`src/hw/rtl/ihs_pkg.sv`:
```
// ihs_pkg: shared types and constants of the 802.15.4 header survey block
// used by ihs_layout, ihs_uniq_set and ieee802154_header_survey; no dependencies
package ihs_pkg;

   // default table sizes
   localparam int DEVICE_SLOTS_DEF = 6;
   localparam int PAN_SLOTS_DEF    = 4;

   // header byte positions fit in five bits (last needed byte is at most 16)
   localparam int POS_W = 5;

   // frame and address constants
   localparam logic [7:0]  MIN_FRAME_LEN = 8'd3;
   localparam logic [7:0]  LQI_BYTES     = 8'd2;
   localparam logic [15:0] PAN_BCAST     = 16'hFFFF;
   localparam logic [15:0] PAN_ZERO      = 16'h0000;

   // addressing modes of the frame control field
   localparam logic [1:0] ADDR_MODE_NONE  = 2'd0;
   localparam logic [1:0] ADDR_MODE_SHORT = 2'd2;

   // lengths of header fields in bytes
   localparam logic [7:0] PAN_LEN        = 8'd2;
   localparam logic [7:0] SHORT_ADDR_LEN = 8'd2;
   localparam logic [7:0] LONG_ADDR_LEN  = 8'd8;
   localparam logic [7:0] FIRST_FIELD_AT = 8'd3;

   // header layout derived from the frame control field and the length
   typedef struct packed {
      logic             ok;
      logic             dp_vld;
      logic [POS_W-1:0] dp_at;
      logic             sp_vld;
      logic [POS_W-1:0] sp_at;
      logic             sa_vld;
      logic [POS_W-1:0] sa_at;
      logic [POS_W-1:0] last;
   } layout_type;

   // one result record, lowest field in the lowest bits
   typedef struct packed {
      logic [15:0] new_pan_id;
      logic        new_pan_valid;
      logic [15:0] new_device_addr;
      logic        new_device_valid;
      logic [2:0]  pan_total;
      logic [2:0]  device_total;
      logic [3:0]  type_mask;
      logic [7:0]  peak_rssi;
      logic [15:0] frame_count;
   } rsp_rec_type;

endpackage

```
`src/hw/rtl/ihs_layout.sv`:
```
// ihs_layout: decodes the header layout (field positions and bounds check)
// from the frame control word and the PHY length; uses ihs_pkg
module ihs_layout (
   input  logic [15:0]        control_word,
   input  logic [7:0]         frame_length,
   output ihs_pkg::layout_type layout
);

   logic [1:0] dst_mode;
   logic [1:0] source_mode;
   logic       pan_comp;
   logic [7:0] limit;
   logic [7:0] off;
   logic [7:0] addr_len;
   logic       fail;

   always_comb begin
      dst_mode    = control_word[11:10];
      source_mode = control_word[15:14];
      pan_comp    = control_word[6];
      limit    = (frame_length >= ihs_pkg::LQI_BYTES) ? frame_length - ihs_pkg::LQI_BYTES
                                                      : 8'd0;
      addr_len = (dst_mode == ihs_pkg::ADDR_MODE_SHORT) ? ihs_pkg::SHORT_ADDR_LEN
                                                        : ihs_pkg::LONG_ADDR_LEN;
      off      = ihs_pkg::FIRST_FIELD_AT;
      fail     = 1'b0;
      layout   = '0;
      layout.last = ihs_pkg::POS_W'(1);

      // destination pan and address
      if (dst_mode != ihs_pkg::ADDR_MODE_NONE) begin
         if (off + ihs_pkg::PAN_LEN > limit) begin
            fail = 1'b1;
         end else begin
            layout.dp_vld = 1'b1;
            layout.dp_at  = off[ihs_pkg::POS_W-1:0];
            layout.last   = ihs_pkg::POS_W'(off + 8'd1);
            off = off + ihs_pkg::PAN_LEN;
            if (off + addr_len > limit) begin
               fail = 1'b1;
            end else begin
               off = off + addr_len;
            end
         end
      end

      // source pan unless compressed, then short source address
      if (!fail && source_mode != ihs_pkg::ADDR_MODE_NONE) begin
         if (!pan_comp) begin
            if (off + ihs_pkg::PAN_LEN > limit) begin
               fail = 1'b1;
            end else begin
               layout.sp_vld = 1'b1;
               layout.sp_at  = off[ihs_pkg::POS_W-1:0];
               layout.last   = ihs_pkg::POS_W'(off + 8'd1);
               off = off + ihs_pkg::PAN_LEN;
            end
         end
         if (!fail && source_mode == ihs_pkg::ADDR_MODE_SHORT) begin
            if (off + ihs_pkg::SHORT_ADDR_LEN > limit) begin
               fail = 1'b1;
            end else begin
               layout.sa_vld = 1'b1;
               layout.sa_at  = off[ihs_pkg::POS_W-1:0];
               layout.last   = ihs_pkg::POS_W'(off + 8'd1);
            end
         end
      end

      layout.ok = !fail;
   end

endmodule

```
`src/hw/rtl/ihs_uniq_set.sv`:
```
// ihs_uniq_set: small set of distinct 16-bit values with a fill count,
// parallel lookup and append; uses ihs_pkg for the default size
module ihs_uniq_set #(
   parameter int SLOTS = ihs_pkg::DEVICE_SLOTS_DEF
) (
   input  logic                       clock,
   input  logic                       reset,
   input  logic                       clear,
   input  logic                       add_req,
   input  logic [15:0]                add_value,
   output logic                       added,
   output logic [$clog2(SLOTS+1)-1:0] fill_next
);

   localparam int FILL_W = $clog2(SLOTS + 1);
   localparam int IDX_W  = (SLOTS > 1) ? $clog2(SLOTS) : 1;

   logic [15:0]       entry_ff [SLOTS];
   logic [FILL_W-1:0] fill_ff;
   logic [FILL_W-1:0] fill_in;
   logic              hit;
   logic              write_en;

   always_comb begin
      hit = 1'b0;
      for (int i = 0; i < SLOTS; i++) begin
         if ((i < int'(fill_ff)) && (entry_ff[i] == add_value)) begin
            hit = 1'b1;
         end
      end
      write_en = add_req && !hit && (fill_ff < FILL_W'(SLOTS));
      if (clear) begin
         fill_in = '0;
      end else if (write_en) begin
         fill_in = fill_ff + FILL_W'(1);
      end else begin
         fill_in = fill_ff;
      end
   end

   assign added     = write_en;
   assign fill_next = fill_in;

   always_ff @(posedge clock) begin
      if (reset) begin
         fill_ff <= '0;
      end else begin
         fill_ff <= fill_in;
      end
   end

   // entries need no reset, only those below the fill are looked at
   always_ff @(posedge clock) begin
      if (write_en) begin
         entry_ff[fill_ff[IDX_W-1:0]] <= add_value;
      end
   end

endmodule

```
`src/hw/rtl/ieee802154_header_survey.sv`:
```
// ieee802154_header_survey: 802.15.4 receive header parser and survey record
// depends on ihs_pkg, ihs_layout and ihs_uniq_set
//
//   channel   direction  handshake              payload
//   req_      in         req_tvalid/req_tready  tuser {frame_start, action},
//                                               tdata {rssi, data_byte}
//   rsp_      out        rsp_tvalid/rsp_tready  tdata survey record after each request
//
// every request gives exactly one response, one request per cycle sustained
// while rsp_tready is high; a request is parsed in the cycle it is accepted
// and its record lands in a two-entry output queue (output register plus skid)
// req_tready drops only when both queue entries hold untaken responses
// reset (synchronous, active high) empties the record and the queue
module ieee802154_header_survey #(
   parameter int DEVICE_SLOTS = ihs_pkg::DEVICE_SLOTS_DEF,
   parameter int PAN_SLOTS    = ihs_pkg::PAN_SLOTS_DEF
) (
   input  logic        clock,
   input  logic        reset,
   // request stream
   input  logic        req_tvalid,
   output logic        req_tready,
   input  logic [1:0]  req_tuser,   // [0] action, [1] frame_start
   input  logic [15:0] req_tdata,   // [7:0] data_byte, [15:8] rssi
   // response stream
   output logic        rsp_tvalid,
   input  logic        rsp_tready,
   output logic [71:0] rsp_tdata    // [15:0] frame_count, [23:16] peak_rssi,
                                    // [27:24] type_mask, [30:28] device_total,
                                    // [33:31] pan_total, [34] new_device_valid,
                                    // [50:35] new_device_addr, [51] new_pan_valid,
                                    // [67:52] new_pan_id, [71:68] zero
);

   localparam int DEV_FILL_W = $clog2(DEVICE_SLOTS + 1);
   localparam int PAN_FILL_W = $clog2(PAN_SLOTS + 1);

   // parser phase codes
   localparam logic PHASE_IDLE = 1'b0;
   localparam logic PHASE_WALK = 1'b1;

   // request fields
   logic              req_fire;
   logic              action;
   logic              frame_start;
   logic [7:0]        data_byte;
   logic signed [7:0] rssi;

   // survey and parser state
   logic [15:0]       frames_ff,  frames_in;
   logic signed [7:0] best_ff,    best_in;
   logic [3:0]        types_ff,   types_in;
   logic [7:0]        pos_ff,     pos_in;
   logic [7:0]        len_ff,     len_in;
   logic [15:0]       cw_ff,      cw_in;
   logic [15:0]       dpan_ff,    dpan_in;
   logic [15:0]       span_ff,    span_in;
   logic [7:0]        hold_ff,    hold_in;
   logic              phase_ff,   phase_in;

   // header walk helpers
   logic [15:0]         cw_cur;
   ihs_pkg::layout_type layout;
   logic [15:0]         word;
   logic [15:0]         pan_pick;
   logic                clear;
   logic                dev_add;
   logic                pan_add;
   logic                dev_added;
   logic                pan_added;
   logic [DEV_FILL_W-1:0] dev_fill;
   logic [PAN_FILL_W-1:0] pan_fill;
   ihs_pkg::rsp_rec_type  rec;

   // output queue
   ihs_pkg::rsp_rec_type head_ff, skid_ff;
   logic                 head_vld_ff, skid_vld_ff;
   logic                 rsp_fire;

   assign action      = req_tuser[0];
   assign frame_start = req_tuser[1];
   assign data_byte   = req_tdata[7:0];
   assign rssi        = req_tdata[15:8];

   assign req_tready = !skid_vld_ff;
   assign req_fire   = req_tvalid && req_tready;
   assign rsp_fire   = head_vld_ff && rsp_tready;

   // the frame control high byte counts already on the byte that carries it
   assign cw_cur = (pos_ff == 8'd1) ? {data_byte, cw_ff[7:0]} : cw_ff;

   ihs_layout u_layout (
      .control_word (cw_cur),
      .frame_length (len_ff),
      .layout       (layout)
   );

   always_comb begin
      frames_in = frames_ff;
      best_in   = best_ff;
      types_in  = types_ff;
      pos_in    = pos_ff;
      len_in    = len_ff;
      cw_in     = cw_ff;
      dpan_in   = dpan_ff;
      span_in   = span_ff;
      hold_in   = hold_ff;
      phase_in  = phase_ff;
      clear     = 1'b0;
      dev_add   = 1'b0;
      pan_add   = 1'b0;
      word      = {data_byte, hold_ff};
      pan_pick  = ihs_pkg::PAN_BCAST;

      if (req_fire) begin
         if (action) begin
            // clear the record and drop any frame in progress
            clear     = 1'b1;
            frames_in = '0;
            best_in   = -8'sd128;
            types_in  = '0;
            pos_in    = '0;
            len_in    = '0;
            cw_in     = '0;
            dpan_in   = ihs_pkg::PAN_BCAST;
            span_in   = ihs_pkg::PAN_BCAST;
            hold_in   = '0;
            phase_in  = PHASE_IDLE;
         end else if (frame_start) begin
            // length byte: short frames are ignored, a new one aborts the old
            phase_in = PHASE_IDLE;
            if (data_byte >= ihs_pkg::MIN_FRAME_LEN) begin
               len_in   = data_byte;
               pos_in   = '0;
               cw_in    = '0;
               dpan_in  = ihs_pkg::PAN_BCAST;
               span_in  = ihs_pkg::PAN_BCAST;
               hold_in  = '0;
               phase_in = PHASE_WALK;
               if (frames_ff != 16'hFFFF) begin
                  frames_in = frames_ff + 16'd1;
               end
               if (rssi > best_ff) begin
                  best_in = rssi;
               end
            end
         end else if (phase_ff == PHASE_WALK) begin
            if (pos_ff == 8'd0) begin
               // frame control low byte carries the frame type
               cw_in = {cw_ff[15:8], data_byte};
               if (!data_byte[2]) begin
                  types_in = types_ff | (4'b0001 << data_byte[1:0]);
               end
            end else begin
               cw_in = cw_cur;
               if (!layout.ok) begin
                  phase_in = PHASE_IDLE;
               end else begin
                  if ((layout.dp_vld && pos_ff == 8'(layout.dp_at)) ||
                      (layout.sp_vld && pos_ff == 8'(layout.sp_at)) ||
                      (layout.sa_vld && pos_ff == 8'(layout.sa_at))) begin
                     hold_in = data_byte;
                  end
                  if (layout.dp_vld && pos_ff == 8'(layout.dp_at) + 8'd1) begin
                     dpan_in = word;
                  end
                  if (layout.sp_vld && pos_ff == 8'(layout.sp_at) + 8'd1) begin
                     span_in = word;
                  end
                  if (pos_ff == 8'(layout.last)) begin
                     // last header byte: store address and pan right here
                     dev_add = layout.sa_vld;
                     if (cw_cur[15:14] != ihs_pkg::ADDR_MODE_NONE && cw_cur[6]) begin
                        span_in = dpan_in;
                     end
                     pan_pick = (dpan_in != ihs_pkg::PAN_BCAST) ? dpan_in : span_in;
                     pan_add  = (pan_pick != ihs_pkg::PAN_BCAST) &&
                                (pan_pick != ihs_pkg::PAN_ZERO);
                     phase_in = PHASE_IDLE;
                  end
               end
            end
            pos_in = pos_ff + 8'd1;
         end
      end
   end

   ihs_uniq_set #(
      .SLOTS (DEVICE_SLOTS)
   ) u_dev_set (
      .clock     (clock),
      .reset     (reset),
      .clear     (clear),
      .add_req   (dev_add),
      .add_value (word),
      .added     (dev_added),
      .fill_next (dev_fill)
   );

   ihs_uniq_set #(
      .SLOTS (PAN_SLOTS)
   ) u_pan_set (
      .clock     (clock),
      .reset     (reset),
      .clear     (clear),
      .add_req   (pan_add),
      .add_value (pan_pick),
      .added     (pan_added),
      .fill_next (pan_fill)
   );

   // record as it stands after this request
   always_comb begin
      rec.frame_count      = frames_in;
      rec.peak_rssi        = best_in;
      rec.type_mask        = types_in;
      rec.device_total     = 3'(dev_fill);
      rec.pan_total        = 3'(pan_fill);
      rec.new_device_valid = dev_added;
      rec.new_device_addr  = dev_added ? word : 16'h0000;
      rec.new_pan_valid    = pan_added;
      rec.new_pan_id       = pan_added ? pan_pick : 16'h0000;
   end

   always_ff @(posedge clock) begin
      if (reset) begin
         frames_ff <= '0;
         best_ff   <= -8'sd128;
         types_ff  <= '0;
         pos_ff    <= '0;
         len_ff    <= '0;
         cw_ff     <= '0;
         dpan_ff   <= ihs_pkg::PAN_BCAST;
         span_ff   <= ihs_pkg::PAN_BCAST;
         hold_ff   <= '0;
         phase_ff  <= PHASE_IDLE;
      end else begin
         frames_ff <= frames_in;
         best_ff   <= best_in;
         types_ff  <= types_in;
         pos_ff    <= pos_in;
         len_ff    <= len_in;
         cw_ff     <= cw_in;
         dpan_ff   <= dpan_in;
         span_ff   <= span_in;
         hold_ff   <= hold_in;
         phase_ff  <= phase_in;
      end
   end

   // output queue valid bits: head is shown, skid catches a stalled second response
   always_ff @(posedge clock) begin
      if (reset) begin
         head_vld_ff <= 1'b0;
         skid_vld_ff <= 1'b0;
      end else if (rsp_fire) begin
         head_vld_ff <= skid_vld_ff || req_fire;
         skid_vld_ff <= skid_vld_ff && req_fire;
      end else if (req_fire) begin
         head_vld_ff <= 1'b1;
         skid_vld_ff <= head_vld_ff;
      end
   end

   // output queue payload
   always_ff @(posedge clock) begin
      if (rsp_fire) begin
         if (skid_vld_ff) begin
            head_ff <= skid_ff;
            if (req_fire) begin
               skid_ff <= rec;
            end
         end else if (req_fire) begin
            head_ff <= rec;
         end
      end else if (req_fire) begin
         if (head_vld_ff) begin
            skid_ff <= rec;
         end else begin
            head_ff <= rec;
         end
      end
   end

   assign rsp_tvalid = head_vld_ff;
   assign rsp_tdata  = {4'b0000, head_ff};

endmodule

```
`config.mk`:
```
export PLATFORM = sky130hd
export DESIGN_NAME = ieee802154_header_survey
export DESIGN_NICKNAME = d
export VERILOG_FILES = /design/src/hw/rtl/ihs_pkg.sv /design/src/hw/rtl/ihs_layout.sv /design/src/hw/rtl/ihs_uniq_set.sv /design/src/hw/rtl/ieee802154_header_survey.sv
export SDC_FILE = /design/constraint.sdc
export NUM_CORES = 1
export LEC_CHECK = 0
export BUFFER_PORTS_ARGS = -buffer_cell sky130_fd_sc_hd__buf_2
export CAP_MARGIN = 20
export CORE_ASPECT_RATIO = 0.5
export CORE_MARGIN = 2
export CORE_UTILIZATION = 59
export CTS_BUF_LIST = sky130_fd_sc_hd__clkbuf_8 sky130_fd_sc_hd__clkbuf_16
export CTS_CLUSTER_SIZE = 24
export DETAILED_ROUTE_END_ITERATION = 12
export GPL_TIMING_DRIVEN = 0
export PLACE_DENSITY = 0.8
export SYNTH_ARGS = -nofsm -noshare
export SYNTH_HDL_FRONTEND = slang
export SYNTH_SLANG_ARGS = --single-unit
```
`constraint.sdc`:
```
create_clock -name clock -period 15.3 [get_ports clock]
set_input_delay 4.59 -clock clock [delete_from_list [all_inputs] [get_ports clock]]
set_output_delay 4.59 -clock clock [all_outputs]
set_load 0.05 [all_outputs]
```
# Word level (Yosys, flattened, before mapping)
# Memories as Yosys holds them, arrays and structs flattened.
# Cells that the tools add are included.
dict set report totals {
  word_cells 303
  ff_bits 234
  memories 2
  ramBits 160
}
# memory words width rd rd_clocked_by_memory_dff write_ports line
set mem_list {}
lappend mem_list {u_dev_set.entry_ff 6 16 6 0 1 ihs_uniq_set.sv:18} ;# logic [15:0] entry_ff [SLOTS];
lappend mem_list {u_pan_set.entry_ff 4 16 4 0 1 ihs_uniq_set.sv:18}
dict set report op_classes {
  eq_ne 28
  n_mux 155
  n_lt_le_gt_ge 19
  n_shift 1
  reduce_logical 52
  n_bitwise 1
  n_addsub 12
}
# cell n
set ops {}
lappend ops {{$mux 16} 49}
lappend ops {{$mux 68} 9}
lappend ops {{$mux 8} 25}
lappend ops {{$eq 16x16->1} 10}
lappend ops {{$mux 1} 50}
lappend ops {{$ne 16x16->1 const B} 3}
lappend ops {{$eq 8x5->1} 4}
lappend ops {{$gt 8x8->1} 4}
lappend ops {{$mux 4} 7}
lappend ops {{$logic_and 1x1->1} 26}
lappend ops {{$mux 6} 4}
lappend ops {{$mux 11} 2}
lappend ops {{$mux 17} 1}
lappend ops {{$add 16x1->16 const B} 1}
lappend ops {{$add 8x2->8 const B} 2}
lappend ops {{$eq 8x6->1} 2}
lappend ops {{$ge 8x2->1 const B} 2}
lappend ops {{$reduce_bool 16->1} 1}
lappend ops {{$mux 3} 5}
lappend ops {{$mux 5} 3}
lappend ops {{$reduce_bool 2->1} 7}
lappend ops {{$add 5x1->6 const B} 2}
lappend ops {{$lt 1x3->1 const A} 4}
lappend ops {{$lt 2x3->1 const A} 4}
lappend ops {{24 further kinds} 41}

# Logic depth before layout (Yosys ltp)
dict set report depth {
  word_depth 55
  mapped_depth 46
  mapped_depth_nobuf 43
}

# By module
# From an unflattened synthesis, not the netlist that was laid out.
dict set report hier_totals {
  cells_unflattened 1658
  hier_area_um2 18660.4
}
# module cells_each seq_area_each_um2 area_per_inst_um2 instances
set modules_own_cells {}
lappend modules_own_cells {ieee802154_header_survey 1124 6145.9 11622.4 1}
lappend modules_own_cells {{ihs_uniq_set (u_dev_set)} 244 2462.4 3682.3 1}
lappend modules_own_cells {{ihs_uniq_set (u_pan_set)} 144 1501.4 2239.6 1}
lappend modules_own_cells {ihs_layout 146 0.0 1116.1 1}

# Least setup slack after synthesis
# No wires, ideal clock.
dict set report synth_timing {
  path_type {input-to-reg}
  from {input port req_tdata[2]}
  to {memory u_dev_set.entry_ff[3][0], enable pin}
  arrival_ns 12.762
  setup_time_ns 0.413
  required_time_ns 14.887
  setup_slack_ns 2.125
  cell_stages 35
  path_buffers 3
  path_cell_list {clkbuf_1 -> mux2i_1 -> nand2_1 -> ha_1 -> o211a_1 -> a31oi_1 -> nor2_1 -> inv_1 -> ha_1 -> ha_1 -> nor2b_1 -> o211ai_1 -> a21oi_1 -> o211ai_2 -> nor2b_1 -> mux2i_1 -> inv_1 -> ha_1 -> xnor2_1 -> ha_1 -> nand2_1 -> o21a_1 -> o21ai_0 -> o211ai_1 -> o211ai_1 -> a21o_1 -> mux2i_1 -> xnor2_1 -> or3b_1 -> or4_4 -> clkbuf_1 -> nor2_1 -> clkbuf_1 -> nand2_1 -> nor3b_1}
}
dict set report synth_between {
  elab_chain_cells 30
  elab_cells_between_ends 68
  classes_between {5 x add/sub; 3 x order compare; 8 x eq/ne; 38 x mux; 14 x reduce/logical}
}
# element line
set synth_lines {}
lappend synth_lines {{start, declared} ieee802154_header_survey.sv:24} ;# input logic [15:0] req_tdata,
lappend synth_lines {{$mux 16} ieee802154_header_survey.sv:90} ;# assign cw_cur = (pos_ff == 8'd1) ? {data_byte, cw_ff[7:0]} : cw_ff;
lappend synth_lines {{$eq 2x2->1} ihs_layout.sv:23} ;# addr_len = (dst_mode == ihs_pkg::ADDR_MODE_SHORT) ? ihs_pkg::SHORT_ADDR_LEN
lappend synth_lines {{$mux 4} ihs_layout.sv:23}
lappend synth_lines {{$add 3x8->8} {ihs_layout.sv:39, ihs_layout.sv:42}}
lappend synth_lines {{$gt 8x8->1} ihs_layout.sv:39} ;# if (off + addr_len > limit) begin
lappend synth_lines {{$mux 8} ihs_layout.sv:39}
lappend synth_lines {{$mux 8} ihs_layout.sv:32} ;# if (off + ihs_pkg::PAN_LEN > limit) begin
lappend synth_lines {{$mux 8} ihs_layout.sv:31} ;# if (dst_mode != ihs_pkg::ADDR_MODE_NONE) begin
lappend synth_lines {{[14 not listed]} -}
lappend synth_lines {{$mux 1} ieee802154_header_survey.sv:147} ;# end else if (phase_ff == PHASE_WALK) begin
lappend synth_lines {{$mux 1} ieee802154_header_survey.sv:129} ;# end else if (frame_start) begin
lappend synth_lines {{$mux 1} ieee802154_header_survey.sv:116} ;# if (action) begin
lappend synth_lines {{$mux 1} ieee802154_header_survey.sv:115} ;# if (req_fire) begin
lappend synth_lines {{$logic_and 1x1->1 * (2 in a row)} ihs_uniq_set.sv:31} ;# write_en = add_req && !hit && (fill_ff < FILL_W'(SLOTS));
lappend synth_lines {{net dev_added} ieee802154_header_survey.sv:69} ;# logic dev_added;
lappend synth_lines {{$mux 1 *} ihs_uniq_set.sv:54} ;# if (write_en) begin
lappend synth_lines {{$mux 1 (implied by the code) *} ihs_uniq_set.sv:55} ;# entry_ff[fill_ff[IDX_W-1:0]] <= add_value;
lappend synth_lines {{end, declared} ihs_uniq_set.sv:18}
# Mark *: on every way through the listed nets, which the timed path passes. The rest lies on a longest branch. The select of a mux whose other input is x is not followed.

# Worst setup path in the final report
dict set report layout_timing {
  from {input port req_tdata[2]}
  to {memory u_pan_set.entry_ff[2][15], enable pin}
}
dict set report layout_between {
  elab_chain_cells 44
  elab_cells_between_ends 99
  classes_between {7 x add/sub; 3 x order compare; 10 x eq/ne; 63 x mux; 16 x reduce/logical}
}
# element line
set layout_lines {}
lappend layout_lines {{$mux 16} ieee802154_header_survey.sv:90}
lappend layout_lines {{$eq 2x2->1} ihs_layout.sv:23}
lappend layout_lines {{$mux 4} ihs_layout.sv:23}
lappend layout_lines {{$add 3x8->8} {ihs_layout.sv:39, ihs_layout.sv:42}}
lappend layout_lines {{$gt 8x8->1} ihs_layout.sv:39}
lappend layout_lines {{$mux 8} ihs_layout.sv:39}
lappend layout_lines {{$mux 8} ihs_layout.sv:32}
lappend layout_lines {{$mux 8} ihs_layout.sv:31}
lappend layout_lines {{[24 not listed]} -}
lappend layout_lines {{$mux 16} ieee802154_header_survey.sv:115}
lappend layout_lines {{$eq 16x16->1} ihs_uniq_set.sv:27} ;# if ((i < int'(fill_ff)) && (entry_ff[i] == add_value)) begin
lappend layout_lines {{$logic_and 1x1->1} ihs_uniq_set.sv:27}
lappend layout_lines {{$mux 1 (4 in a row)} ihs_uniq_set.sv:27}
lappend layout_lines {{$logic_not 1->1} ihs_uniq_set.sv:31}
lappend layout_lines {{$logic_and 1x1->1 * (2 in a row)} ihs_uniq_set.sv:31}
lappend layout_lines {{$mux 1 *} ihs_uniq_set.sv:54}
lappend layout_lines {{$mux 1 (implied by the code) *} ihs_uniq_set.sv:55}
lappend layout_lines {{end, declared} ihs_uniq_set.sv:18}
# Mark *: on every way between the ends. The rest lies on a longest branch, timed or not. The select of a mux whose other input is x is not followed.

==> run metrics <==
Setup crit end=u_pan_set.entry_ff[2][15]$_DFFE_PP_; commonest non-fill, non-tap cell in the layout=edfxtp_1; worst-margin pin slew=1140 ps; CTS Hold Bufs=0; Flop pwr share=51.2%; DRC viols=0; Seq/Total Area, Yosys=52.7%; Peak Freq=68.2 MHz; r2r startpoint=pos_ff[1]$_SDFFE_PP0P_; Final Hold Violating Endpoints=0; VDD IR-drop max=0.0841 mV; RSZ-0062 raised after global routing=false; kind of critical path=primary input to flop; async set-or-reset flop fraction in the synthesized netlist=0%; max incr delay on CP=610 ps; multi-input combinational cell area=0.00822 sq mm; clk_lat worst skew=550 ps; die area=0.0333 sq mm; Final setup violation count=0; fillers=2425; critical path arrival=14840 ps; share of cells above drive strength 1=11.8%; n_diodes=0; core area=0.0315 sq mm; Num CTS Buffers=34; Synth warnings=0; Global Route Usage Sum=32.2%; area delta synth->final=11.9%; Clock Tree Root=clkbuf_16; mean area per synthesized cell=10.3 sq um; Worst setup startpoint=req_tdata[2]; r2r setup slk=3420 ps; slew margin rel.=24.3%; CTS clk-pin slew, worst paths=60 ps; pwr dens=99.8 mW/mm^2; initial antenna violation count=1; crit path time final=14670 ps; Hold Slack=516 ps; Gates resized, CTS repair=0; Critical Path Sink Type=flop; CP max-delay cell=or4_1; max-cap viol count=0; Tcrit/Tclk final=95.9%; Initial Util=59.6%; Area after DPL=0.0200 sq mm; number of DRC markers in iteration 0=1973; design area=0.0210 sq mm; pin count of the biggest net entering global routing=53; Switch Pwr=543 uW; Post-Syn Instances=1829; vias in the first global route=14100; Worst Skew=24.8 ps; Int Power=1.55 mW; final core utilization=66.7%; GRT overflow=0; worst hold path class=flop to flop; Primary FF master, synth=edfxtp_1; Register-to-Register Path Depth=44; register area=0.00989 sq mm; TritonCTS clock tree=yes; Synth cell types=92; setup repair bufs after CTS=0; Worst setup SP type=primary input; Routed WL=54.2 mm; Combinational Power Share=9.9%; routability congestion estimate from global placement=0.983; Die H=130 microns; IO Pins=96; hpwl dp=39.3 mm; clock share of power=38.9%; Final #Nets=2025; Port Buf Inserts=91; global-route wire length before repair=81.8 mm; status=finished, final reports clean; area of the mapped netlist=0.0188 sq mm; vias post-DR=15300; sw frac=25.9%; H-tree depth=2; CTS max path bufs=3; worst-path fanout max=16; Static Leak=7.94 nW; row cnt=46; post-synthesis register bit count=362; DR WL/cell=22.4 microns; First-pass DRT Iterations=6; clock sinks=362; r2r endpoint=u_pan_set.entry_ff[2][15]$_DFFE_PP_; most frequent cells in the layout=edfxtp_1, nor2_1, nand2_1; width of the die=256 microns; most frequent CP cell=ha_1; Vias/cell=6.31; Worst Path Required=15480 ps; Routed Antenna Nets=0; Slew Viols, Final=0; number of synthesized flops with an enable pin=264
## sequential cells by signal, indices dropped and copies added, names as in the netlist, 16 cells and up
| register | flops |
|---|---|
| u_dev_set.entry_ff | 80 |
| rsp_tdata | 68 |
| skid_ff | 68 |
| u_pan_set.entry_ff | 48 |
| dpan_ff | 16 |
| frames_ff | 16 |
| span_ff | 16 |
## through the flow
stage	power [mW]	worst slack, ps	cells	setup TNS [ps]
2_1_floorplan	1.24	2130	1834	0
3_3_place_gp	1.29	-478	2357	-10790
3_5_place_dp	1.30	-28.0	2365	-786
4_1_cts	2.10	538	2426	0
5_1_grt	2.15	39.0	2426	0
6_report	2.10	635	2426	0
## cell families (layout without fill, tap and decap cells)
group / count (synthesis) / after routing / share of synthesized area [%]
AO/OA/AOI/OAI: 411 / 411 / 15.0
XOR/XNOR: 128 / 128 / 6.01
adder cells (fa/ha/maj): 34 / 34 / 2.27
buffers and inverters: 183 / 343 / 3.94
flip-flops: 362 / 362 / 52.7
multiplexers: 31 / 31 / 1.70
other: 1 / 6 / 0.0200
AND/OR/NAND/NOR: 679 / 679 / 18.4
## critical path, delay by kind of cell
kind / cells / cell delay (ps)
xor+xnor: 3 / 630
buf+inv: 7 / 1530
mux: 3 / 1100
compound gates: 12 / 2810
simple gates: 11 / 2780
fa+ha+maj: 5 / 1360
## routing by layer
metal  track usage, %  wire (microns)  up-vias
li1                 -               -     7012
met1             45.5           23100     7334
met2             48.5           23100      839
met3             7.44            6050      130
met4             12.7            1970        0
met5                0               0        -
## worst min-delay path by stage
stage	to	slack, ps	depth (start not counted)	startpoint
after floorplan	phase_ff$_SDFFE_PP0P_	460	2	phase_ff$_SDFFE_PP0P_
after global placement	phase_ff$_SDFFE_PP0P_	470	2	phase_ff$_SDFFE_PP0P_
after detailed placement	phase_ff$_SDFFE_PP0P_	490	2	phase_ff$_SDFFE_PP0P_
after CTS	types_ff[2]$_SDFF_PP0_	520	2	types_ff[2]$_SDFF_PP0_
after global routing	types_ff[2]$_SDFF_PP0_	520	2	types_ff[2]$_SDFF_PP0_
final	rsp_tdata[3]$_DFFE_PP_	520	2	skid_ff[3]$_DFFE_PP_
## power groups by stage
stage,logic (mW),registers (mW),clock network [mW]
after global routing,0.221,1.07,0.851
after global placement,0.196,1.10,0
after floorplan,0.0970,1.14,0
after CTS,0.204,1.07,0.818
after detailed placement,0.203,1.09,0
final,0.207,1.07,0.817
## synthesized netlist by cell type (all sizes together), types with 11 or more instances
master,count,area share (%)
xnor2,98,4.6
inv,79,1.6
nand2,160,3.2
a22oi,12,0.48
a21oi,89,2.5
nor4b,11,0.66
clkbuf,76,1.5
nor4,33,1.2
nor3,46,1.3
and2,24,0.80
o22ai,39,1.3
o211ai,21,0.99
nor2,172,3.5
a21o,29,1.2
o21ai,84,2.4
nand3,55,1.5
or3,11,0.37
or2,13,0.43
o21a,11,0.44
a211oi,18,0.91
nand4,45,1.5
ha,34,2.3
dfxtp,98,10
nand2b,38,1.3
buf,27,0.82
mux2i,24,1.3
edfxtp,264,42
nor2b,17,0.57
a31oi,20,0.67
and3,22,0.73
xor2,30,1.4
## layout make-up
type                            count  share of cell area [%]
Sequential cell                   362                    47.1
Inverter                           80                    1.43
Buffer                            103                    2.09
Clock inverter                     22                   0.578
Multi-Input combinational cell   1289                    39.1
Clock buffer                       39                    4.38
Tap cell                          432                    2.57
Timing Repair Buffer               99                    2.76
No activity file was read; power rests on OpenSTA's default activity.
